$ cat src/u2a_pkg.sv
package u2a_pkg;

  // Status codes carried on the final word of a string.
  localparam logic [1:0] ST_OK         = 2'd0;
  localparam logic [1:0] ST_INVALID    = 2'd1;
  localparam logic [1:0] ST_UNMAPPABLE = 2'd2;

  // Special ROM codes: unmapped pair, pair that maps to nothing, and digraphs.
  localparam logic [7:0] RC_NONE  = 8'h00;
  localparam logic [7:0] RC_EMPTY = 8'h2D;  // '-'
  localparam logic [7:0] RC_UNMAP = 8'h2E;  // '.'
  localparam logic [7:0] RC_AE    = 8'h31;  // '1'
  localparam logic [7:0] RC_TH    = 8'h32;  // '2'
  localparam logic [7:0] RC_SS    = 8'h33;  // '3'
  localparam logic [7:0] RC_OE    = 8'h34;  // '4'

  // Fold tables for leads C3 to C6, first character in the top byte.
  localparam logic [8*64-1:0] ROM_C3 =
    "aaaaaa1ceeeeiiiidnooooo.ouuuuy23aaaaaa1ceeeeiiiidnooooo.ouuuuy2y";
  localparam logic [8*64-1:0] ROM_C4 =
    "aaaaaaccccccccddddeeeeeeeeeegggggggghhhhiiiiiiiiiijjkkkklllllll.";
  localparam logic [8*64-1:0] ROM_C5 =
    ".llnnnnnn...oooooo44rrrrrrssssssssttttuuuuuuuuuuuuwwyyyyyzzzzzz.";
  localparam logic [8*16-1:0] ROM_C6 = "bbbbccdddeffgghi";

  // One result word.
  typedef struct packed {
    logic [6:0] letter;
    logic       has_letter;
    logic       string_done;
    logic [1:0] status;
  } u2a_res_t;

  // Sequence state kept between bytes.
  typedef struct packed {
    logic [1:0] bytes_pending;
    logic [7:0] lead_byte;
    logic [2:0] seq_length;
    logic [1:0] error_code;
  } u2a_state_t;

  // Looks up a two-byte pair. Returns RC_NONE when the pair is not mapped.
  function automatic logic [7:0] rom_lookup(input logic [7:0] lead,
                                            input logic [7:0] second);
    logic [5:0] idx;
    logic [7:0] c;
    idx = second[5:0];
    c   = RC_NONE;
    if (second[7:6] == 2'b10) begin
      case (lead)
        8'hC3: c = ROM_C3[{~idx, 3'b000} +: 8];
        8'hC4: c = ROM_C4[{~idx, 3'b000} +: 8];
        8'hC5: c = ROM_C5[{~idx, 3'b000} +: 8];
        8'hC6: c = (idx[5:4] == 2'b00) ? ROM_C6[{~idx[3:0], 3'b000} +: 8] : RC_NONE;
        8'hC8: begin
          if (idx == 6'h18 || idx == 6'h19) begin
            c = 8'h73;
          end else if (idx == 6'h1A || idx == 6'h1B) begin
            c = 8'h74;
          end else begin
            c = RC_NONE;
          end
        end
        8'hCC: c = (idx[5] == 1'b0) ? RC_EMPTY : RC_NONE;
        default: c = RC_NONE;
      endcase
      if (c == RC_UNMAP) begin
        c = RC_NONE;
      end
    end
    return c;
  endfunction

endpackage

$ cat src/utf8_to_ascii_letter_folder.sv
// Channel  Direction  Ports
// in       input      in_valid, in_stall, in_byte, in_end_of_text
// out      output     out_valid, out_stall, out_letter, out_has_letter,
//                     out_string_done, out_status
//
// Each byte passes through the input register and is decoded into a
// two-word result buffer, whose head slot shows its first word.
// One byte per cycle is taken while the buffer has room; a byte that folds
// to two letters holds the input while the buffer drains its second word.
// Reset is synchronous and active low and clears the sequence state and
// both registers' valid flags. A stalled output keeps its word and blocks
// the input once the buffer has no room.
module utf8_to_ascii_letter_folder (
  input  logic       clk,
  input  logic       rst_n,
  input  logic       in_valid,
  output logic       in_stall,
  input  logic [7:0] in_byte,
  input  logic       in_end_of_text,
  output logic       out_valid,
  input  logic       out_stall,
  output logic [6:0] out_letter,
  output logic       out_has_letter,
  output logic       out_string_done,
  output logic [1:0] out_status
);

  logic              in_vld_r;
  logic [7:0]        in_byte_r;
  logic              in_eot_r;
  logic              room;
  logic              take;
  logic [1:0]        res_cnt;
  u2a_pkg::u2a_res_t res0;
  u2a_pkg::u2a_res_t res1;
  u2a_pkg::u2a_res_t head;

  assign take     = in_vld_r && room;
  assign in_stall = in_vld_r && !room;

  // Input register.
  always_ff @(posedge clk) begin
    if (!rst_n) begin
      in_vld_r <= 1'b0;
    end else if (!in_stall) begin
      in_vld_r <= in_valid;
    end
  end

  always_ff @(posedge clk) begin
    if (in_valid && !in_stall) begin
      in_byte_r <= in_byte;
      in_eot_r  <= in_end_of_text;
    end
  end

  u2a_decode u_decode (
    .clk     (clk),
    .rst_n   (rst_n),
    .take    (take),
    .byte_in (in_byte_r),
    .eot     (in_eot_r),
    .res_cnt (res_cnt),
    .res0    (res0),
    .res1    (res1)
  );

  u2a_outbuf u_outbuf (
    .clk       (clk),
    .rst_n     (rst_n),
    .push      (take),
    .push_cnt  (res_cnt),
    .push0     (res0),
    .push1     (res1),
    .out_stall (out_stall),
    .out_valid (out_valid),
    .head      (head),
    .room      (room)
  );

  assign out_letter      = head.letter;
  assign out_has_letter  = head.has_letter;
  assign out_string_done = head.string_done;
  assign out_status      = head.status;

  // A status shows only on the final word of a string.
  assert property (@(posedge clk) disable iff (!rst_n)
    out_valid && !out_string_done |-> out_status == u2a_pkg::ST_OK)
    else $error("status on a word that does not end the string");

  // A word without a letter exists only to end a string.
  assert property (@(posedge clk) disable iff (!rst_n)
    out_valid && !out_has_letter |-> out_string_done)
    else $error("empty word that does not end the string");

  // Every letter is lower case.
  assert property (@(posedge clk) disable iff (!rst_n)
    out_valid && out_has_letter |-> out_letter >= 7'h61 && out_letter <= 7'h7A)
    else $error("letter out of range");

  // A two-letter byte leaves the buffer full, so the next byte must wait.
  assert property (@(posedge clk) disable iff (!rst_n)
    take && res_cnt == 2'd2 |=> !room)
    else $error("buffer reports room while holding two words");

endmodule

$ cat src/u2a_decode.sv
module u2a_decode (
  input  logic               clk,
  input  logic               rst_n,
  input  logic               take,
  input  logic [7:0]         byte_in,
  input  logic               eot,
  output logic [1:0]         res_cnt,
  output u2a_pkg::u2a_res_t  res0,
  output u2a_pkg::u2a_res_t  res1
);

  u2a_pkg::u2a_state_t st_r;
  u2a_pkg::u2a_state_t st_nxt;

  logic [1:0] n;
  logic [6:0] l0;
  logic [6:0] l1;
  logic [7:0] code;

  assign code = u2a_pkg::rom_lookup(st_r.lead_byte, byte_in);

  // Work out the letters and the next sequence state for this byte.
  always_comb begin
    st_nxt = st_r;
    n      = 2'd0;
    l0     = 7'd0;
    l1     = 7'd0;
    if (st_r.error_code == u2a_pkg::ST_OK) begin
      if (st_r.bytes_pending == 2'd0) begin
        if (byte_in[7] == 1'b0) begin
          if (byte_in >= 8'h41 && byte_in <= 8'h5A) begin
            l0 = byte_in[6:0] | 7'h20;
            n  = 2'd1;
          end else if (byte_in >= 8'h61 && byte_in <= 8'h7A) begin
            l0 = byte_in[6:0];
            n  = 2'd1;
          end
        end else if (byte_in[7:5] == 3'b110) begin
          st_nxt.bytes_pending = 2'd1;
          st_nxt.seq_length    = 3'd2;
          st_nxt.lead_byte     = byte_in;
        end else if (byte_in[7:4] == 4'b1110) begin
          st_nxt.bytes_pending = 2'd2;
          st_nxt.seq_length    = 3'd3;
          st_nxt.lead_byte     = byte_in;
        end else if (byte_in[7:3] == 5'b11110) begin
          st_nxt.bytes_pending = 2'd3;
          st_nxt.seq_length    = 3'd4;
          st_nxt.lead_byte     = byte_in;
        end else begin
          st_nxt.error_code = u2a_pkg::ST_INVALID;
        end
      end else begin
        st_nxt.bytes_pending = st_r.bytes_pending - 2'd1;
        if (st_nxt.bytes_pending == 2'd0) begin
          if (st_r.seq_length == 3'd2) begin
            case (code)
              u2a_pkg::RC_NONE:  st_nxt.error_code = u2a_pkg::ST_UNMAPPABLE;
              u2a_pkg::RC_EMPTY: n = 2'd0;
              u2a_pkg::RC_AE: begin
                l0 = 7'h61; l1 = 7'h65; n = 2'd2;
              end
              u2a_pkg::RC_TH: begin
                l0 = 7'h74; l1 = 7'h68; n = 2'd2;
              end
              u2a_pkg::RC_SS: begin
                l0 = 7'h73; l1 = 7'h73; n = 2'd2;
              end
              u2a_pkg::RC_OE: begin
                l0 = 7'h6F; l1 = 7'h65; n = 2'd2;
              end
              default: begin
                l0 = code[6:0];
                n  = 2'd1;
              end
            endcase
          end else begin
            st_nxt.error_code = u2a_pkg::ST_UNMAPPABLE;
          end
        end
      end
      // A string that ends inside a sequence is cut off.
      if (eot && st_nxt.bytes_pending != 2'd0 &&
          st_nxt.error_code == u2a_pkg::ST_OK) begin
        st_nxt.error_code = u2a_pkg::ST_INVALID;
      end
    end
  end

  // Shape the result words; the last one of a string carries the status.
  always_comb begin
    res0    = '{letter: l0, has_letter: 1'b1, string_done: 1'b0,
                status: u2a_pkg::ST_OK};
    res1    = '{letter: l1, has_letter: 1'b1, string_done: 1'b0,
                status: u2a_pkg::ST_OK};
    res_cnt = n;
    if (eot) begin
      if (n == 2'd0) begin
        res0    = '{letter: 7'd0, has_letter: 1'b0, string_done: 1'b1,
                    status: st_nxt.error_code};
        res_cnt = 2'd1;
      end else if (n == 2'd1) begin
        res0.string_done = 1'b1;
        res0.status      = st_nxt.error_code;
      end else begin
        res1.string_done = 1'b1;
        res1.status      = st_nxt.error_code;
      end
    end
  end

  // Sequence state advances on each byte taken; the final byte clears it.
  always_ff @(posedge clk) begin
    if (!rst_n) begin
      st_r <= '0;
    end else if (take) begin
      st_r <= eot ? '0 : st_nxt;
    end
  end

endmodule

$ cat src/u2a_outbuf.sv
module u2a_outbuf (
  input  logic               clk,
  input  logic               rst_n,
  input  logic               push,
  input  logic [1:0]         push_cnt,
  input  u2a_pkg::u2a_res_t  push0,
  input  u2a_pkg::u2a_res_t  push1,
  input  logic               out_stall,
  output logic               out_valid,
  output u2a_pkg::u2a_res_t  head,
  output logic               room
);

  u2a_pkg::u2a_res_t slot0_r;
  u2a_pkg::u2a_res_t slot1_r;
  logic [1:0]        cnt_r;
  logic              pop;

  assign out_valid = (cnt_r != 2'd0);
  assign head      = slot0_r;
  assign pop       = out_valid && !out_stall;

  // Space for two words once this cycle's word has left.
  assign room = (cnt_r == 2'd0) || (cnt_r == 2'd1 && !out_stall);

  // Word count.
  always_ff @(posedge clk) begin
    if (!rst_n) begin
      cnt_r <= 2'd0;
    end else if (push) begin
      cnt_r <= push_cnt;
    end else if (pop) begin
      cnt_r <= cnt_r - 2'd1;
    end
  end

  // Slots: a push always lands in an emptied buffer.
  always_ff @(posedge clk) begin
    if (push) begin
      slot0_r <= push0;
      slot1_r <= push1;
    end else if (pop) begin
      slot0_r <= slot1_r;
    end
  end

endmodule
$ cat config.mk
export PLATFORM = sky130hd
export DESIGN_NAME = utf8_to_ascii_letter_folder
export DESIGN_NICKNAME = d
export VERILOG_FILES = /design/src/u2a_pkg.sv /design/src/utf8_to_ascii_letter_folder.sv /design/src/u2a_decode.sv /design/src/u2a_outbuf.sv
export SDC_FILE = /design/constraint.sdc
export NUM_CORES = 1
export LEC_CHECK = 0
export BUFFER_PORTS_ARGS = -buffer_cell sky130_fd_sc_hd__buf_2
export CAP_MARGIN = 0
export CORE_MARGIN = 2
export CORE_UTILIZATION = 50
export CTS_BUF_LIST = sky130_fd_sc_hd__clkbuf_8
export CTS_CLUSTER_DIAMETER = 100
export DETAILED_ROUTE_END_ITERATION = 16
export MAX_ROUTING_LAYER = met4
export PLACE_DENSITY = 0.66
export SYNTH_ARGS = -nofsm -noshare
export SYNTH_HDL_FRONTEND = slang
export SYNTH_SLANG_ARGS = --single-unit
$ cat constraint.sdc
create_clock -name clk -period 3.1 [get_ports clk]
set_input_delay 0.465 -clock clk [delete_from_list [all_inputs] [get_ports clk]]
set_output_delay 0.465 -clock clk [all_outputs]
set_load 0.03 [all_outputs]
; ---- Word-level counts from Yosys, hierarchy flattened
; Cells that the tools add are included.
[op_classes]
n_addsub = 2
magnitude_cmp = 4
n_eq_ne = 23
shift = 4
muxes = 54
n_bitwise = 6
n_reduce_logical = 38
[op_table]
columns = operator, count
row1 = 512-bit by 10-bit indexed part select with 8-bit output (first input constant), 3
row2 = 128-bit by 8-bit indexed part select with 8-bit output (first input constant), 1
row3 = 7-bit 2-to-1 mux, 8
row4 = 8-bit by 6-bit == test with 1-bit output (second input constant), 6
row5 = 8-bit == test (second input constant), 6
row6 = 8-bit 2-to-1 mux, 6
row7 = 8-bit one-hot mux with 6 select lines, 1
row8 = 15-bit 2-to-1 mux, 3
row9 = 11-bit 2-to-1 mux, 4
row10 = 2-bit 2-to-1 mux, 21
row11 = 13-bit 2-to-1 mux, 3
row12 = 7-bit one-hot mux with 5 select lines, 1
row13 = 6-bit by 5-bit == test with 1-bit output (second input constant), 4
row14 = 7-bit one-hot mux with 3 select lines, 1
row15 = 8-bit by 7-bit >= comparator with 1-bit output (second input constant), 2
row16 = 8-bit by 7-bit <= comparator with 1-bit output (second input constant), 2
row17 = 2-bit logical NOT, 7
row18 = 2-bit nonzero test, 6
row19 = 1-bit logical AND, 9
row20 = 3-bit 2-to-1 mux, 3
row21 = 8-bit logical NOT, 1
row22 = 4-bit OR reduction, 2
row23 = 6-bit 2-to-1 mux, 1
row24 = 6-bit NOT, 1
row25 = 18 further kinds, 29
[totals]
regBits = 48
input_bits = 13
out_inout_bits = 13

; ---- Logic depth before layout (Yosys ltp)
[logic_depth]
ltp_word = 23
mapped_depth = 12

; ---- Modules after synthesis
; Synthesis repeated with hierarchy kept, for this count alone.
[hier_totals]
hier_cells = 454
hier_area_um2 = 3891.2
[by_module_without_submodules]
columns = module, n_inst, cells_per_inst, area_per_inst_um2
row1 = u2a_decode, 1, 384, 2620.0
row2 = u2a_outbuf, 1, 56, 947.2
row3 = utf8_to_ascii_letter_folder, 1, 14, 324.1

; ---- Worst setup path before layout
; Ideal clock, no wire load.
[synth_path]
path_type = reg2reg
from = register u_decode.st_r[8] in the netlist's numbering
to = register u_outbuf.slot0_r, in the netlist u_outbuf.head[4], data pin
setup_time_ns = 0.180
arrival_time_ns = 2.430
setup_slack_ns = 0.490
stages_incl_launch_ff = 12
period_less_slack_ns = 2.610
path_cell_list = dfxtp_1 buf_2 or3b_1 buf_6 nor2_8 mux2i_1 or3_4 o211ai_4 or2_1 buf_2 and3_1 o41ai_2
[synth_via]
elab_chain_len = 17
elab_cells_between_ends = 33
[synth_rtl]
columns = element, line
row1 = "start, declared", u2a_decode.sv:12  ; u2a_pkg::u2a_state_t st_r;
row2 = "start signal, assigned", u2a_decode.sv:117  ; st_r <= eot ? '0 : st_nxt;
row3 = 8-bit == test, u2a_pkg.sv:50  ; case (lead)
row4 = 8-bit one-hot mux with 6 select lines (*), u2a_pkg.sv:50
row5 = 8-bit 2-to-1 mux (*), u2a_pkg.sv:49  ; if (second[7:6] == 2'b10) begin
row6 = 8-bit by 6-bit == test with 1-bit output, u2a_pkg.sv:67  ; if (c == RC_UNMAP) begin
row7 = 8-bit 2-to-1 mux (*), u2a_pkg.sv:67
row8 = 8-bit 2-to-1 mux (*), u2a_pkg.sv:49
row9 = 8-bit by 6-bit == test with 1-bit output or 8-bit logical NOT (tied branches), u2a_decode.sv:57  ; case (code)
row10 = 4-bit OR reduction (no source line) or 2-bit OR reduction (tied branches), --
row11 = 2-bit one-hot mux with 2 select lines, u2a_decode.sv:57
row12 = 2-bit 2-to-1 mux, u2a_decode.sv:56  ; if (st_r.seq_length == 3'd2) begin
row13 = 2-bit 2-to-1 mux, u2a_decode.sv:55  ; if (st_nxt.bytes_pending == 2'd0) begin
row14 = 2-bit 2-to-1 mux, u2a_decode.sv:29  ; if (st_r.bytes_pending == 2'd0) begin
row15 = 2-bit 2-to-1 mux, u2a_decode.sv:28  ; if (st_r.error_code == u2a_pkg::ST_OK) begin
row16 = 2-bit logical NOT, u2a_decode.sv:98  ; if (n == 2'd0) begin
row17 = 8-bit 2-to-1 mux, u2a_decode.sv:98
row18 = 11-bit 2-to-1 mux (*), u2a_decode.sv:97  ; if (eot) begin
row19 = 11-bit 2-to-1 mux (*), u2a_outbuf.sv:39  ; if (push) begin
row20 = "end signal, assigned", u2a_outbuf.sv:40  ; slot0_r <= push0;
row21 = "end signal, assigned", u2a_outbuf.sv:43  ; slot0_r <= slot1_r;
row22 = "end, declared", u2a_outbuf.sv:14  ; u2a_pkg::u2a_res_t slot0_r;
; Mark *: on every way between the ends. The rest lies on a longest branch, timed or not. The select of a mux whose other input is x is not followed.
; A chain may end at the register's enable or synchronous reset.

; ---- Worst setup path after layout
[layout_path]
from = register u_decode.st_r[7] in the netlist's numbering
to = register u_outbuf.slot0_r, in the netlist u_outbuf.head[6], data pin
; The elaborated chain is that of the path after synthesis.

==> flow_metrics.tcl <==
set metrics [dict create \
    final_util 0.575 \
    tns_ps 0 \
    switching_share 0.347 \
    clkSinkCount 46 \
    startpoint_type "flip-flop" \
    rsz0062_at_grt "false" \
    ioPinCount 26 \
    ctsRootBufferMaster "clkbuf_8" \
    clk_path_buf_depth 2 \
    p_comb_frac 0.303 \
    die_y_um 89.1 \
    worstPathRequired_ps 3280 \
    cts_tree "done" \
    p_clk_frac 0.226 \
    die_area_sq_um 7930 \
    crit_type "flip-flop to flip-flop" \
    initial_utilization 0.507 \
    ys_seq_area_frac 0.332 \
    h-tree-depth 2 \
    p_int_w 0.00105 \
    vias 3532 \
    routed_wl_um 10200 \
    fillCellCount 683 \
    r2r_setup_slack_ps 140 \
    drcViolationCount 0 \
    ys.flop_type "edfxtp_1" \
    cts.clk_slew.worst_paths_ps 90 \
    syn_area_sq_um 3620 \
    grt_max_degree 27 \
    power_density_nw_per_um2 393 \
    p_seq_frac 0.471 \
    yosysWarnings 0 \
    synth_cell_type_count 88 \
    slew_viol_final 0 \
    dpl_cell_area_sq_um 4000 \
    layout-drive-gt1-share 0.215 \
    drtIter0Drc 319 \
    antenna_found_initial 0 \
    area_delta_synth_final_pct 13.3 \
    worst_hold_path.num_cells 1 \
    timing.final.crit_period_ps 2960 \
    status "finished clean" \
    holdPathEnd "in_byte_r[7]" \
    ant_nets 0 \
    irDropWorstVdd_mv 0.311 \
    cts_buffers 5 \
    nets 469 \
    timing.rr.end "u_outbuf.head[6]" \
    ff2ff_path_depth 8 \
    drt-wirelength-per-cell_um 18.5 \
    maxCapViolCount 0 \
    synth_cells 416 \
    cp_slowest_cell "nor3b_4" \
    grt_pass1_wl_um 16400 \
    clkLatencyLatePin_ps 310 \
    firstDrtPassIters 6 \
    multi_input_comb_area_sq_um 2220 \
    hold_viol 0 \
    endpoint_kind "flip-flop" \
    rows 31 \
    setup_viol 0 \
    syn_avg_cell_area_sq_um 8.70 \
    holdCritPathClass "input port to flip-flop" \
    relSlewSlack 0.223 \
    coreArea_sq_um 7140 \
    stdcell_area_sq_um 4100 \
    leakagePower_nw 1.51 \
    ys_seq_elements 46 \
    die_w_um 89.1 \
    gp_congestion 0.968 \
    grt_pass1_vias 3216 \
    min_from "in_byte[7]" \
    worstPathMaxFanout 10 \
    netSwitchingPower_w 0.000559 \
    crit_path_cell_trace "nor3b_4, nand3_1, o31ai_1, o211ai_1, a211oi_2, nand2b_1, a2111oi_2, a211o_1" \
    r2r-start "u_decode.st_r[7]" \
    dp_hpwl_um 7490 \
    seq_area_sq_um 1200 \
    synthArstFlopShare 0 \
    portBuffers 25 \
    fin_worst_skew_ps 13.8 \
    num_antenna_cells 0 \
    max_stage_delay_ps 500 \
    tightest_slew_ps 1150 \
    synth_edf_count 28 \
    crit_arrival_ps 3140 \
    vias_per_cell 6.42 \
    grt.overflow.total 0 \
    grt.total_usage 0.278 \
    period_share 0.954 \
    fmaxAchievable_ghz 0.338 \
]
-- worst max-delay path by stage --
stage	from	end	slack, ps	cells past startpoint
finish	u_decode.st_r[7]	u_outbuf.head[6]	140	8
global route	u_decode.st_r[7]	u_outbuf.head[6]	0.7	8
CTS	u_decode.st_r[7]	u_outbuf.head[8]	210	8
detailed placement	u_decode.st_r[7]	u_outbuf.head[8]	220	8
global placement	in_byte_r[0]	u_outbuf.head[1]	130	10
floorplan	u_decode.st_r[8]	u_outbuf.head[4]	490	11
-- cell usage in the layout (no fill, tap or decap), types with 4 or more instances in the layout --
cell / n
inv_1: 11
nand3b_1: 5
clkbuf_8: 5
o2111ai_1: 4
a21oi_1: 32
a21boi_0: 11
nand3_1: 17
nor3b_1: 4
nand2_1: 37
o211ai_1: 6
dfxtp_1: 18
nor4_1: 4
buf_2: 25
buf_4: 32
a31oi_1: 8
nor2_1: 21
edfxtp_1: 28
nand4_1: 9
nand2b_1: 11
a22oi_1: 4
or2_2: 4
ha_1: 6
and3_1: 9
nor2b_1: 10
o21ai_0: 20
a211o_1: 7
nor3_1: 8
-- logic make-up (layout without fill, tap and decap cells) --
logic type	Yosys count	in the layout	synth area share
buffers and inverters	46	80	0.0588
flip-flops	46	46	0.332
multiplexers	3	3	0.00864
AO/OA/AOI/OAI	146	146	0.299
AND/OR/NAND/NOR	167	167	0.277
adder cells (fa/ha/maj)	6	6	0.0207
other	1	2	0.00104
XOR/XNOR	1	1	0.00242
-- power by group through the flow --
stage	clock network [W]	logic, W	registers (W)
2_1_floorplan	0	0.000294	0.000809
3_3_place_gp	0	0.000481	0.000771
3_5_place_dp	0	0.000482	0.000773
4_1_cts	0.000369	0.000485	0.000759
5_1_grt	0.000397	0.000535	0.000768
6_report	0.000364	0.000488	0.000759
-- critical path, delay by kind of cell (launching register included) --
kind            cells  cell delay, ps
compound gates      5            1380
simple gates        3            1000
flops               1             460
-- per-stage QoR --
stage,total power [W],cells,setup WS (ps),hold slack [ps]
6_report,0.00161,550,143,324
5_1_grt,0.00170,550,0.657,321
4_1_cts,0.00161,550,210,322
3_5_place_dp,0.00126,542,217,465
3_3_place_gp,0.00125,542,128,445
2_1_floorplan,0.00110,417,490,439
-- registers in the layout, indices dropped and copies added (netlist names) --
register	cells
u_outbuf.slot1_r	8
u_decode.st_r	15
u_outbuf.cnt_r	2
in_eot_r	1
in_byte_r	8
u_outbuf.head	11
in_vld_r	1
-- cells in the mapped netlist (4+ instances only) --
cell,number,area share
nand2_1,37,0.038
a21oi_1,32,0.044
edfxtp_1,28,0.23
nor2_1,21,0.022
buf_2,20,0.028
o21ai_0,20,0.028
dfxtp_1,18,0.10
nand3_1,17,0.024
a21boi_0,11,0.023
nand2b_1,11,0.019
inv_1,10,0.010
nor2b_1,10,0.017
and3_1,9,0.016
clkbuf_1,9,0.0093
nand4_1,9,0.016
nor3_1,9,0.012
a31oi_1,8,0.014
a211o_1,7,0.017
ha_1,6,0.021
o211ai_1,6,0.012
nand3b_1,5,0.010
a22oi_1,4,0.0083
nor3b_1,4,0.0083
nor4_1,4,0.0069
o2111ai_1,4,0.0097
or2_2,4,0.0069
-- repair_timing --
action | 4_1_cts | 5_1_grt
hold endpoints to repair | 0 | 0
hold buffers | 0 | 0
buffers inserted | 0 | 0
gates resized for setup | 0 | 3
setup endpoints to repair | 0 | 3
-- final cells by class --
type	instances	area share
flip-flops and latches	46	0.293
clock inverters	3	0.00427
well taps	99	0.0302
repair buffers	60	0.104
inverters	12	0.0110
clock buffers	5	0.0168
multi-input cells	325	0.541
-- layer usage --
layer | vias up | wire [um] | global-route usage
met5 | - | 0 | -
met4 | 0 | 337 | 0.111
met3 | 38 | 735 | 0.0489
met2 | 178 | 4510 | 0.405
met1 | 1646 | 4620 | 0.384
li1 | 1670 | - | -
Note: power is estimated with default switching activity, not from simulation.
